`src/design/ctl_pkg.sv`:
```
package ctl_pkg;

  localparam int DefLengthBits   = 16;
  localparam int DefPositionBits = 32;

  localparam int KIND_W = 6;
  localparam int ERR_W  = 3;

  // lexer modes
  typedef enum logic [3:0] {
    M_IDLE    = 4'd0,
    M_IDENT   = 4'd1,
    M_INT     = 4'd2,
    M_FRAC    = 4'd3,
    M_SYM     = 4'd4,
    M_CHOPEN  = 4'd5,
    M_CHBODY  = 4'd6,
    M_STRING  = 4'd7,
    M_COMMENT = 4'd8
  } mode_t;

  // token kinds
  localparam logic [KIND_W-1:0] K_EOF    = 6'd0;
  localparam logic [KIND_W-1:0] K_IDENT  = 6'd1;
  localparam logic [KIND_W-1:0] K_INT    = 6'd2;
  localparam logic [KIND_W-1:0] K_FLOAT  = 6'd3;
  localparam logic [KIND_W-1:0] K_CHAR   = 6'd4;
  localparam logic [KIND_W-1:0] K_STRING = 6'd5;
  localparam logic [KIND_W-1:0] K_SYM0   = 6'd6;
  localparam logic [KIND_W-1:0] K_COMBO0 = 6'd27;
  localparam logic [KIND_W-1:0] K_KW0    = 6'd46;

  // error codes
  localparam logic [ERR_W-1:0] E_NONE     = 3'd0;
  localparam logic [ERR_W-1:0] E_UNKNOWN  = 3'd1;
  localparam logic [ERR_W-1:0] E_IDENT    = 3'd2;
  localparam logic [ERR_W-1:0] E_DIGIT    = 3'd3;
  localparam logic [ERR_W-1:0] E_CHARLIT  = 3'd4;
  localparam logic [ERR_W-1:0] E_STRING   = 3'd5;

  localparam logic [7:0] CH_US    = 8'h5F;
  localparam logic [7:0] CH_DOT   = 8'h2E;
  localparam logic [7:0] CH_NL    = 8'h0A;
  localparam logic [7:0] CH_SLASH = 8'h2F;
  localparam logic [7:0] CH_HASH  = 8'h23;
  localparam logic [7:0] CH_SQ    = 8'h27;
  localparam logic [7:0] CH_DQ    = 8'h22;

  function automatic logic is_space(input logic [7:0] c);
    return (c == 8'd32) || (c >= 8'd9 && c <= 8'd13);
  endfunction

  function automatic logic is_alpha(input logic [7:0] c);
    return (c >= 8'h61 && c <= 8'h7A) || (c >= 8'h41 && c <= 8'h5A);
  endfunction

  function automatic logic is_digit(input logic [7:0] c);
    return c >= 8'h30 && c <= 8'h39;
  endfunction

  // one-character symbol index, 31 when none
  function automatic logic [4:0] sym_index(input logic [7:0] c);
    logic [4:0] r;
    r = 5'd31;
    case (c)
      8'h7B: r = 5'd0;  8'h7D: r = 5'd1;  8'h28: r = 5'd2;  8'h29: r = 5'd3;
      8'h2C: r = 5'd4;  8'h3B: r = 5'd5;  8'h3A: r = 5'd6;  8'h2B: r = 5'd7;
      8'h2D: r = 5'd8;  8'h2A: r = 5'd9;  8'h2F: r = 5'd10; 8'h3C: r = 5'd11;
      8'h3E: r = 5'd12; 8'h3D: r = 5'd13; 8'h2E: r = 5'd14; 8'h25: r = 5'd15;
      8'h26: r = 5'd16; 8'h7C: r = 5'd17; 8'h5E: r = 5'd18; 8'h21: r = 5'd19;
      8'h23: r = 5'd20;
      default: r = 5'd31;
    endcase
    return r;
  endfunction

  // two-character compound index, 31 when none
  function automatic logic [4:0] combo2(input logic [7:0] a, input logic [7:0] b);
    logic [4:0] r;
    r = 5'd31;
    case ({a, b})
      {8'h2B, 8'h3D}: r = 5'd0;  {8'h2D, 8'h3D}: r = 5'd1;
      {8'h2A, 8'h3D}: r = 5'd2;  {8'h2F, 8'h3D}: r = 5'd3;
      {8'h25, 8'h3D}: r = 5'd4;  {8'h3D, 8'h3D}: r = 5'd5;
      {8'h3C, 8'h3D}: r = 5'd6;  {8'h3E, 8'h3D}: r = 5'd7;
      {8'h21, 8'h3D}: r = 5'd8;  {8'h3C, 8'h3C}: r = 5'd9;
      {8'h3E, 8'h3E}: r = 5'd11; {8'h26, 8'h3D}: r = 5'd13;
      {8'h7C, 8'h3D}: r = 5'd14; {8'h5E, 8'h3D}: r = 5'd15;
      {8'h26, 8'h26}: r = 5'd16; {8'h7C, 8'h7C}: r = 5'd17;
      {8'h2D, 8'h3E}: r = 5'd18;
      default: r = 5'd31;
    endcase
    return r;
  endfunction

  // three-character compounds "<<=" and ">>="
  function automatic logic [4:0] combo3(input logic [7:0] a, input logic [7:0] b,
                                        input logic [7:0] c);
    logic [4:0] r;
    r = 5'd31;
    if (a == 8'h3C && b == 8'h3C && c == 8'h3D) r = 5'd10;
    else if (a == 8'h3E && b == 8'h3E && c == 8'h3D) r = 5'd12;
    return r;
  endfunction

  // keyword match on packed little-endian text of length len
  function automatic logic [4:0] kw_index(input logic [63:0] t, input logic [3:0] len);
    logic [4:0] r;
    r = 5'd31;
    case ({len, t})
      {4'd2, 64'h6669}:               r = 5'd0;
      {4'd4, 64'h65736C65}:           r = 5'd1;
      {4'd3, 64'h726F66}:             r = 5'd2;
      {4'd5, 64'h656C696877}:         r = 5'd3;
      {4'd6, 64'h6E7275746572}:       r = 5'd4;
      {4'd6, 64'h666F657A6973}:       r = 5'd5;
      {4'd4, 64'h64696F76}:           r = 5'd6;
      {4'd4, 64'h72616863}:           r = 5'd7;
      {4'd3, 64'h746E69}:             r = 5'd8;
      {4'd5, 64'h74616F6C66}:         r = 5'd9;
      {4'd6, 64'h656C62756F64}:       r = 5'd10;
      {4'd8, 64'h64656E6769736E75}:   r = 5'd11;
      {4'd5, 64'h74726F6873}:         r = 5'd12;
      {4'd4, 64'h676E6F6C}:           r = 5'd13;
      {4'd4, 64'h6D756E65}:           r = 5'd14;
      {4'd6, 64'h746375727473}:       r = 5'd15;
      default:                        r = 5'd31;
    endcase
    return r;
  endfunction

endpackage

```
`src/design/ctl_stream_if.sv`:
```
interface ctl_stream_if #(
  parameter int W = 8
);
  logic         valid;
  logic         ready;
  logic [W-1:0] data;

  modport source (output valid, output data, input ready);
  modport sink   (input valid, input data, output ready);
endinterface

```
`src/design/ctl_core.sv`:
```
// Per-byte lexer step: state registers plus the combinational next-state and
// up to three result words for the byte in flight.
module ctl_core #(
  parameter int LengthBits   = ctl_pkg::DefLengthBits,
  parameter int PositionBits = ctl_pkg::DefPositionBits
) (
  input  logic                      clk,
  input  logic                      rst,
  input  logic                      step,
  input  logic [7:0]                c,
  input  logic                      last,
  output logic [2:0]                res_n,
  output logic [3*ctl_pkg::KIND_W-1:0] res_kind,
  output logic [3*PositionBits-1:0] res_start,
  output logic [3*LengthBits-1:0]   res_len,
  output logic [3*ctl_pkg::ERR_W-1:0] res_err
);
  import ctl_pkg::*;

  localparam logic [LengthBits-1:0] LenMax = '1;

  mode_t                   mode, mode_next;
  logic [63:0]             kw, kw_next;
  logic [23:0]             symb, symb_next;
  logic [1:0]              scnt, scnt_next;
  logic [LengthBits-1:0]   sspan, sspan_next;
  logic [KIND_W-1:0]       pk, pk_next;
  logic [PositionBits-1:0] spos, spos_next;
  logic [LengthBits-1:0]   rlen, rlen_next;
  logic [PositionBits-1:0] bpos;
  logic                    err, err_next;

  logic [KIND_W-1:0]       ok [3];
  logic [PositionBits-1:0] os [3];
  logic [LengthBits-1:0]   ol [3];
  logic [ERR_W-1:0]        oe [3];
  logic [1:0]              n;

  logic [LengthBits-1:0] lp1;
  logic [4:0] si, c2, c3, kwi;
  logic ends, redo;
  logic [3:0] kwlen;

  always_comb begin
    lp1   = (rlen != LenMax) ? rlen + 1'b1 : LenMax;
    si    = sym_index(c);
    ends  = is_space(c) || (si != 5'd31);
    c2    = combo2(symb[7:0], c);
    c3    = combo3(symb[7:0], symb[15:8], c);
    kwlen = (rlen <= LengthBits'(8)) ? rlen[3:0] : 4'd15;
    kwi   = kw_index(kw, kwlen);
  end

  // next-state and result assembly
  always_comb begin
    mode_next = mode; kw_next = kw; symb_next = symb; scnt_next = scnt;
    sspan_next = sspan; pk_next = pk; spos_next = spos; rlen_next = rlen;
    err_next = err; n = 2'd0; redo = 1'b0;
    for (int i = 0; i < 3; i++) begin
      ok[i] = K_EOF; os[i] = '0; ol[i] = '0; oe[i] = E_NONE;
    end

    if (!err) begin
      // existing token
      unique case (mode)
        M_IDENT: begin
          if (ends) begin
            ok[0] = (kwi == 5'd31) ? K_IDENT : K_KW0 + KIND_W'(kwi);
            os[0] = spos; ol[0] = rlen; n = 2'd1; mode_next = M_IDLE; redo = 1'b1;
          end else if (is_alpha(c) || c == CH_US) begin
            if (rlen < LengthBits'(8)) kw_next = kw | (64'(c) << {rlen[2:0], 3'b000});
            rlen_next = lp1;
          end else begin
            os[0] = spos; ol[0] = lp1; oe[0] = E_IDENT; n = 2'd1;
            err_next = 1'b1; mode_next = M_IDLE;
          end
        end
        M_INT, M_FRAC: begin
          if (is_digit(c)) rlen_next = lp1;
          else if (c == CH_DOT && mode == M_INT) begin
            rlen_next = lp1; mode_next = M_FRAC;
          end else if (ends) begin
            ok[0] = (mode == M_INT) ? K_INT : K_FLOAT;
            os[0] = spos; ol[0] = rlen; n = 2'd1; mode_next = M_IDLE; redo = 1'b1;
          end else begin
            os[0] = spos; ol[0] = lp1; oe[0] = E_DIGIT; n = 2'd1;
            err_next = 1'b1; mode_next = M_IDLE;
          end
        end
        M_SYM: begin
          if (is_space(c)) rlen_next = lp1;
          else if (scnt == 2'd1 && symb[7:0] == CH_SLASH && c == CH_SLASH)
            mode_next = M_COMMENT;
          else if (scnt == 2'd1 && c2 != 5'd31) begin
            symb_next[15:8] = c; scnt_next = 2'd2; sspan_next = lp1;
            rlen_next = lp1; pk_next = K_COMBO0 + KIND_W'(c2);
          end else if (scnt == 2'd2 && c3 != 5'd31) begin
            symb_next[23:16] = c; scnt_next = 2'd3; sspan_next = lp1;
            rlen_next = lp1; pk_next = K_COMBO0 + KIND_W'(c3);
          end else begin
            ok[0] = pk; os[0] = spos; ol[0] = sspan; n = 2'd1;
            mode_next = M_IDLE; redo = 1'b1;
          end
        end
        M_CHOPEN: begin rlen_next = lp1; mode_next = M_CHBODY; end
        M_CHBODY: begin
          os[0] = spos; ol[0] = lp1; n = 2'd1; mode_next = M_IDLE;
          if (c == CH_SQ) ok[0] = K_CHAR;
          else begin oe[0] = E_CHARLIT; err_next = 1'b1; end
        end
        M_STRING: begin
          if (c == CH_DQ) begin
            ok[0] = K_STRING; os[0] = spos; ol[0] = lp1; n = 2'd1; mode_next = M_IDLE;
          end else rlen_next = lp1;
        end
        M_COMMENT: if (c == CH_NL) mode_next = M_IDLE;
        default: redo = 1'b1;
      endcase

      // byte starts a new token
      if (redo) begin
        spos_next = bpos; rlen_next = LengthBits'(1);
        if (is_space(c)) mode_next = M_IDLE;
        else if (is_alpha(c)) begin mode_next = M_IDENT; kw_next = 64'(c); end
        else if (is_digit(c)) mode_next = M_INT;
        else if (c == CH_HASH) mode_next = M_COMMENT;
        else if (si != 5'd31) begin
          mode_next = M_SYM; symb_next = 24'(c); scnt_next = 2'd1;
          sspan_next = LengthBits'(1); pk_next = K_SYM0 + KIND_W'(si);
        end else if (c == CH_SQ) mode_next = M_CHOPEN;
        else if (c == CH_DQ) mode_next = M_STRING;
        else begin
          os[n] = bpos; ol[n] = LengthBits'(1); oe[n] = E_UNKNOWN; ok[n] = K_EOF;
          n = n + 2'd1; err_next = 1'b1; mode_next = M_IDLE;
        end
      end
    end

    // end of buffer: flush, then EOF
    if (last) begin
      if (!err_next) begin
        unique case (mode_next)
          M_CHOPEN, M_CHBODY: begin
            os[n] = spos_next; ol[n] = rlen_next; oe[n] = E_CHARLIT; n = n + 2'd1;
          end
          M_STRING: begin
            os[n] = spos_next; ol[n] = rlen_next; oe[n] = E_STRING; n = n + 2'd1;
          end
          M_IDENT: begin
            ok[n] = (kw_index(kw_next, (rlen_next <= LengthBits'(8)) ?
                     rlen_next[3:0] : 4'd15) == 5'd31) ? K_IDENT :
                    K_KW0 + KIND_W'(kw_index(kw_next, rlen_next[3:0]));
            os[n] = spos_next; ol[n] = rlen_next; n = n + 2'd1;
          end
          M_INT, M_FRAC: begin
            ok[n] = (mode_next == M_INT) ? K_INT : K_FLOAT;
            os[n] = spos_next; ol[n] = rlen_next; n = n + 2'd1;
          end
          M_SYM: begin
            ok[n] = pk_next; os[n] = spos_next; ol[n] = sspan_next; n = n + 2'd1;
          end
          default: ;
        endcase
      end
      os[n] = bpos + 1'b1; n = n + 2'd1;
    end
  end

  always_comb begin
    res_n = {1'b0, n} + {2'b00, last & (n == 2'd0)};
    for (int i = 0; i < 3; i++) begin
      res_kind[i*KIND_W +: KIND_W]             = ok[i];
      res_start[i*PositionBits +: PositionBits] = os[i];
      res_len[i*LengthBits +: LengthBits]       = ol[i];
      res_err[i*ERR_W +: ERR_W]                 = oe[i];
    end
  end

  // state registers
  always_ff @(posedge clk) begin
    if (rst || (step && last)) begin
      mode <= M_IDLE; kw <= '0; symb <= '0; scnt <= '0; sspan <= '0; pk <= '0;
      spos <= '0; rlen <= '0; bpos <= '0; err <= 1'b0;
    end else if (step) begin
      mode <= mode_next; kw <= kw_next; symb <= symb_next; scnt <= scnt_next;
      sspan <= sspan_next; pk <= pk_next; spos <= spos_next; rlen <= rlen_next;
      bpos <= bpos + 1'b1; err <= err_next;
    end
  end
endmodule

```
`src/design/c_token_lexer.sv`:
```
// Channel  | Direction | Word
// src      | in        | char_byte[7:0], last_byte
// tok      | out       | token_kind, token_start, token_length, error_code, last_of_run
//
// One byte is taken per cycle while the FIFO has room; each byte yields 0 to 3 token words, which are
// queued in a 4-entry result FIFO and drained one word per cycle while tok is ready.
// A byte is taken while the FIFO has room for three words, so runs of bytes
// that each give at most one word stream at one byte per cycle while tok is ready.
// Reset (rst, synchronous) clears the lexer state and empties the FIFO.
module c_token_lexer #(
  parameter int LengthBits   = ctl_pkg::DefLengthBits,
  parameter int PositionBits = ctl_pkg::DefPositionBits
) (
  input logic clk,
  input logic rst,
  ctl_stream_if.sink   src,
  ctl_stream_if.source tok
);
  import ctl_pkg::*;

  localparam int OW = KIND_W + PositionBits + LengthBits + ERR_W + 1;
  localparam int Depth = 4;

  logic [2:0] res_n;
  logic [3*KIND_W-1:0] rk;
  logic [3*PositionBits-1:0] rs;
  logic [3*LengthBits-1:0] rl;
  logic [3*ERR_W-1:0] re;
  logic step;

  logic [OW-1:0] fifo [Depth];
  logic [1:0] rd, wr;
  logic [2:0] cnt;
  logic pop;

  assign src.ready = (cnt <= 3'd1) || ((cnt == 3'd2) && pop);
  assign step = src.valid && src.ready;
  assign pop = tok.valid && tok.ready;

  ctl_core #(.LengthBits(LengthBits), .PositionBits(PositionBits)) u_core (
    .clk, .rst, .step, .c(src.data[8:1]), .last(src.data[0]),
    .res_n, .res_kind(rk), .res_start(rs), .res_len(rl), .res_err(re)
  );

  // result FIFO
  always_ff @(posedge clk) begin
    if (rst) begin
      rd <= '0; wr <= '0; cnt <= '0;
    end else begin
      if (step) begin
        for (int i = 0; i < 3; i++) begin
          if (3'(i) < res_n)
            fifo[wr + 2'(i)] <= {rk[i*KIND_W +: KIND_W],
                                 rs[i*PositionBits +: PositionBits],
                                 rl[i*LengthBits +: LengthBits],
                                 re[i*ERR_W +: ERR_W],
                                 (3'(i) == res_n - 3'd1)};
        end
        wr <= wr + res_n[1:0];
      end
      if (pop) rd <= rd + 2'd1;
      cnt <= cnt + (step ? res_n : 3'd0) - {2'b00, pop};
    end
  end

  assign tok.valid = (cnt != 3'd0);
  assign tok.data  = fifo[rd];

  a_cnt: assert property (@(posedge clk) disable iff (rst) cnt <= 3'd4)
    else $error("fifo overflow");
  a_nres: assert property (@(posedge clk) disable iff (rst) step |-> res_n <= 3'd3)
    else $error("too many results");
  a_last: assert property (@(posedge clk) disable iff (rst)
    (step && src.data[0]) |-> res_n != 3'd0)
    else $error("no eof");
endmodule

```
`src/flat_wrapper.sv`:
```
// flat-port wrapper written by rule: the top's interface ports become plain ports
module c_token_lexer_flat import ctl_pkg::*;
#(
  parameter int LengthBits   = ctl_pkg::DefLengthBits,
  parameter int PositionBits = ctl_pkg::DefPositionBits
)
  (clk, rst, src_valid, src_data, src_ready, tok_valid, tok_data, tok_ready);
  ctl_stream_if #(.W(9)) src_i ();
  ctl_stream_if #(.W(58)) tok_i ();
  input logic clk;
  input logic rst;
  input wire logic [$bits(src_i.valid)-1:0] src_valid;
  input wire logic [$bits(src_i.data)-1:0] src_data;
  output wire logic [$bits(src_i.ready)-1:0] src_ready;
  output wire logic [$bits(tok_i.valid)-1:0] tok_valid;
  output wire logic [$bits(tok_i.data)-1:0] tok_data;
  input wire logic [$bits(tok_i.ready)-1:0] tok_ready;
  assign src_i.valid = src_valid;
  assign src_i.data = src_data;
  assign src_ready = src_i.ready;
  assign tok_valid = tok_i.valid;
  assign tok_data = tok_i.data;
  assign tok_i.ready = tok_ready;
  c_token_lexer #(.LengthBits(LengthBits), .PositionBits(PositionBits)) u_core (.clk(clk), .rst(rst), .src(src_i), .tok(tok_i));
endmodule
```
`config.mk`:
```
export PLATFORM = sky130hd
export DESIGN_NAME = c_token_lexer_flat
export DESIGN_NICKNAME = d
export VERILOG_FILES = /design/src/design/ctl_pkg.sv /design/src/design/ctl_stream_if.sv /design/src/design/ctl_core.sv /design/src/design/c_token_lexer.sv /design/src/flat_wrapper.sv
export SDC_FILE = /design/constraint.sdc
export NUM_CORES = 2
export LEC_CHECK = 0
export ABC_AREA = 1
export BUFFER_PORTS_ARGS = -buffer_cell sky130_fd_sc_hd__buf_4
export CORE_MARGIN = 4
export CORE_UTILIZATION = 25
export CTS_BUF_LIST = sky130_fd_sc_hd__clkbuf_16
export CTS_CLUSTER_SIZE = 14
export DETAILED_ROUTE_END_ITERATION = 7
export SETUP_SLACK_MARGIN = 0.3
export SLEW_MARGIN = 20
export SYNTH_ARGS = -nofsm -noshare
export SYNTH_HDL_FRONTEND = slang
export SYNTH_HIERARCHICAL = 1
export SYNTH_SLANG_ARGS = --single-unit
```
`constraint.sdc`:
```
create_clock -name clk -period 21.7 [get_ports clk]
set_input_delay 2.17 -clock clk [delete_from_list [all_inputs] [get_ports clk]]
set_output_delay 2.17 -clock clk [all_outputs]
set_load 0.02 [all_outputs]
```
==> metrics.txt <==
capture point of the critical path u_core/fifo[1][24]; via count 40935; vias in the first global route 37914; post-route ant nets 0; TNS Setup 0 ns; CP Buf/Inv Count 10; leak pwr 16.8 nW; WP depth 40; clk_lat worst skew 0.68 ns; Die X 386 um; nets@finish 5720; Inst Count DP 7517; synthesized flop and latch total 430; antenna cells 0; layout cell share with drive strength beyond 1 6.61%; final-report max-slew violation count 0; most frequent cells in the layout nand2_1 (1490), nand3_1 (748), inv_1 (667); initial drt markers 4685; Boundary Pins 73; P_int 0.00262 W; clock-pin slew on the worst setup and hold paths 0.06 ns; kind of end point of the critical path register; Final Setup Violations 0; total power draw 0.00553 W; first-pass GRT wire length 232000 um; RR Startpoint u_core/u_core/symb[2]; status completed; switching power total 0.00291 W; fraction of registers with async set/reset 0%; Multi-input gate area 20700 sq um; Gate Count Post-Synth 5855; gr ovfl total 0; RSZ-0062 raised after global routing false; clk root buf clkbuf_16; combinational power share 59.3%; top cell type's share of synthesized area 19.5%; CP max FO 47; PortBufs 72; top post-synthesis cells by area edfxtp_1 (19%), nand2_1 (16%), dfxtp_1 (11%); First-pass DRT Iterations 6; sequential share of power 23.1%; post-synthesis sequential area ratio 30.5%; CTS buffer count 55; antenna violations before repair 2; Primary FF master, synth edfxtp_1; Sw Share 52.6%; cts repair resizes 0; clock sink count 430; Clock Skews 0.0317 ns; die area 149000 sq um; Yosys cell types 61; critical path arrival 11.60 ns; MaxCap Viol Count 0; worst ir drop on vdd 149 uV; Critical Path Start src_data[2]; H-Tree Depth 2; wire per inst 20.0 um; Largest stage delay, worst path 0.80 ns; syn_area_per_cell 6.11 sq um; post-DR vias/cell 5.37; register area 10900 sq um; GPL Wtd Cong 0.963; TritonCTS clock tree yes; Site Rows 138; number of synthesized flops with an enable pin 232; CP delay by family, top simple AND/OR/NAND/NOR gates; Ys Warns 6; final cell count without fillers 7620; CP max-delay cell nand3_2; Fin. Hold Viols 0; Hold-fix buffers, CTS 0; Filler Cells Inserted 15918; Critical Path RT 21.99 ns; most common cell after layout, fill and taps aside nand2_1; Post-Syn Area 35800 sq um; setup slack, reg-to-reg 11.87 ns; Critical Path Source Type input pin; Final min period 11.31 ns; PwrDens 140 nW/um^2; Die Span Y 386 um; Area growth, synth to finish 10.4%; WL final 153000 um; min-delay worst type reg2reg; largest net degree at the start of global routing 234; Max Root-Sink Buffers 3; Initial Utilization 25.2%; # DRC 0; relative slew slack 25.3%; Final period util 52.1%; R2R depth 41; CP Class in2reg; actual slew at the worst max-slew pin 1.12 ns; Synth area leader edfxtp_1; DP HPWL 102000 um; Max Clk Rate 0.0884 GHz; reg2reg end u_core/fifo[1][24]; core area 142000 sq um; gr usage total 19.4%; Post-CTS Repair Setup Buffers 0; clock share of power 17.6%
kinds of logic (layout without fill, tap and decap cells):
logic type	count (synthesis)	in the layout	share of synthesized area (%)
compound gates	1112	1112	17.3
xor+xnor	30	30	0.734
fa+ha+maj	23	23	0.825
buf+inv	1071	945	12.0
flops	430	430	30.5
mux	2	2	0.0559
other cells	1	2	0.0105
simple gates	3186	3186	38.6
cell usage after synthesis, types with 85 or more instances:
| master | count |
|---|---|
| a21oi_1 | 267 |
| clkbuf_1 | 234 |
| dfxtp_1 | 198 |
| edfxtp_1 | 232 |
| inv_1 | 664 |
| nand2_1 | 1494 |
| nand3_1 | 750 |
| nand4_1 | 85 |
| nor2_1 | 595 |
| nor3_1 | 119 |
| o21ai_0 | 545 |
| o22ai_1 | 126 |
metrics by stage:
stage | setup WS, ns | util (%) | hold WS, ns | cell area, sq um
2_1_floorplan | 11.68 | - | 0.413 | 35800
3_3_place_gp | 9.89 | 26.5 | 0.425 | 37600
3_5_place_dp | 10.06 | 26.5 | 0.428 | 37600
6_report | 10.39 | 27.9 | 0.435 | 39500
5_1_grt | 9.81 | 27.9 | 0.466 | 39500
4_1_cts | 10.78 | 27.9 | 0.438 | 39500
power by group through the flow:
stage | logic (W) | registers (W) | clock network (W)
detailed placement | 0.00320 | 0.00129 | 0
floorplan | 0.00224 | 0.00125 | 0
global placement | 0.00316 | 0.00129 | 0
finish | 0.00328 | 0.00128 | 0.000972
global route | 0.00361 | 0.00130 | 0.00102
CTS | 0.00321 | 0.00128 | 0.000989
registers in the layout, indices dropped and copies added, names as in the netlist, named ones only:
name	cells
u_core/wr	2
u_core/u_core/spos	32
u_core/cnt	3
u_core/u_core/bpos	32
u_core/u_core/sspan	16
u_core/u_core/symb	16
u_core/u_core/pk	6
u_core/fifo	232
u_core/rd	2
u_core/u_core/kw	64
u_core/u_core/err	1
u_core/u_core/scnt	2
u_core/u_core/rlen	16
u_core/u_core/mode	4
how the worst min path moves through the flow:
stage | startpoint | endpoint | slack, ns | cells past startpoint
after floorplan | u_core/u_core/kw[55] | u_core/u_core/kw[55] | 0.41 | 2
after detailed placement | u_core/u_core/kw[55] | u_core/u_core/kw[55] | 0.43 | 2
after global placement | u_core/u_core/kw[55] | u_core/u_core/kw[55] | 0.42 | 2
after global routing | u_core/u_core/kw[55] | u_core/u_core/kw[55] | 0.47 | 2
after CTS | u_core/u_core/kw[55] | u_core/u_core/kw[55] | 0.44 | 2
final | u_core/u_core/kw[55] | u_core/u_core/kw[55] | 0.44 | 2
metal layers:
metal	vias up	wire length [um]	GRT usage (%)
li1	19172	-	-
met2	2276	67200	30.6
met5	-	26	0
met3	401	14500	2.99
met4	4	7050	8.59
met1	19082	63900	26.3
area by class of cell:
| cell class | instances | area share (%) |
|---|---|---|
| clock buffers | 55 | 3.48 |
| clock inverters | 48 | 1.31 |
| inverters | 712 | 6.78 |
| multi-input cells | 4355 | 52.3 |
| flip-flops and latches | 430 | 27.7 |
| well taps | 1890 | 5.98 |
| repair buffers | 130 | 2.50 |
tightest hold or removal path: stages, from the launching register on:
cell and delay [ns]:
dfxtp_1 0.31, nand2_1 0.06, inv_1 0.03
Power figures use the tool's default switching activity.
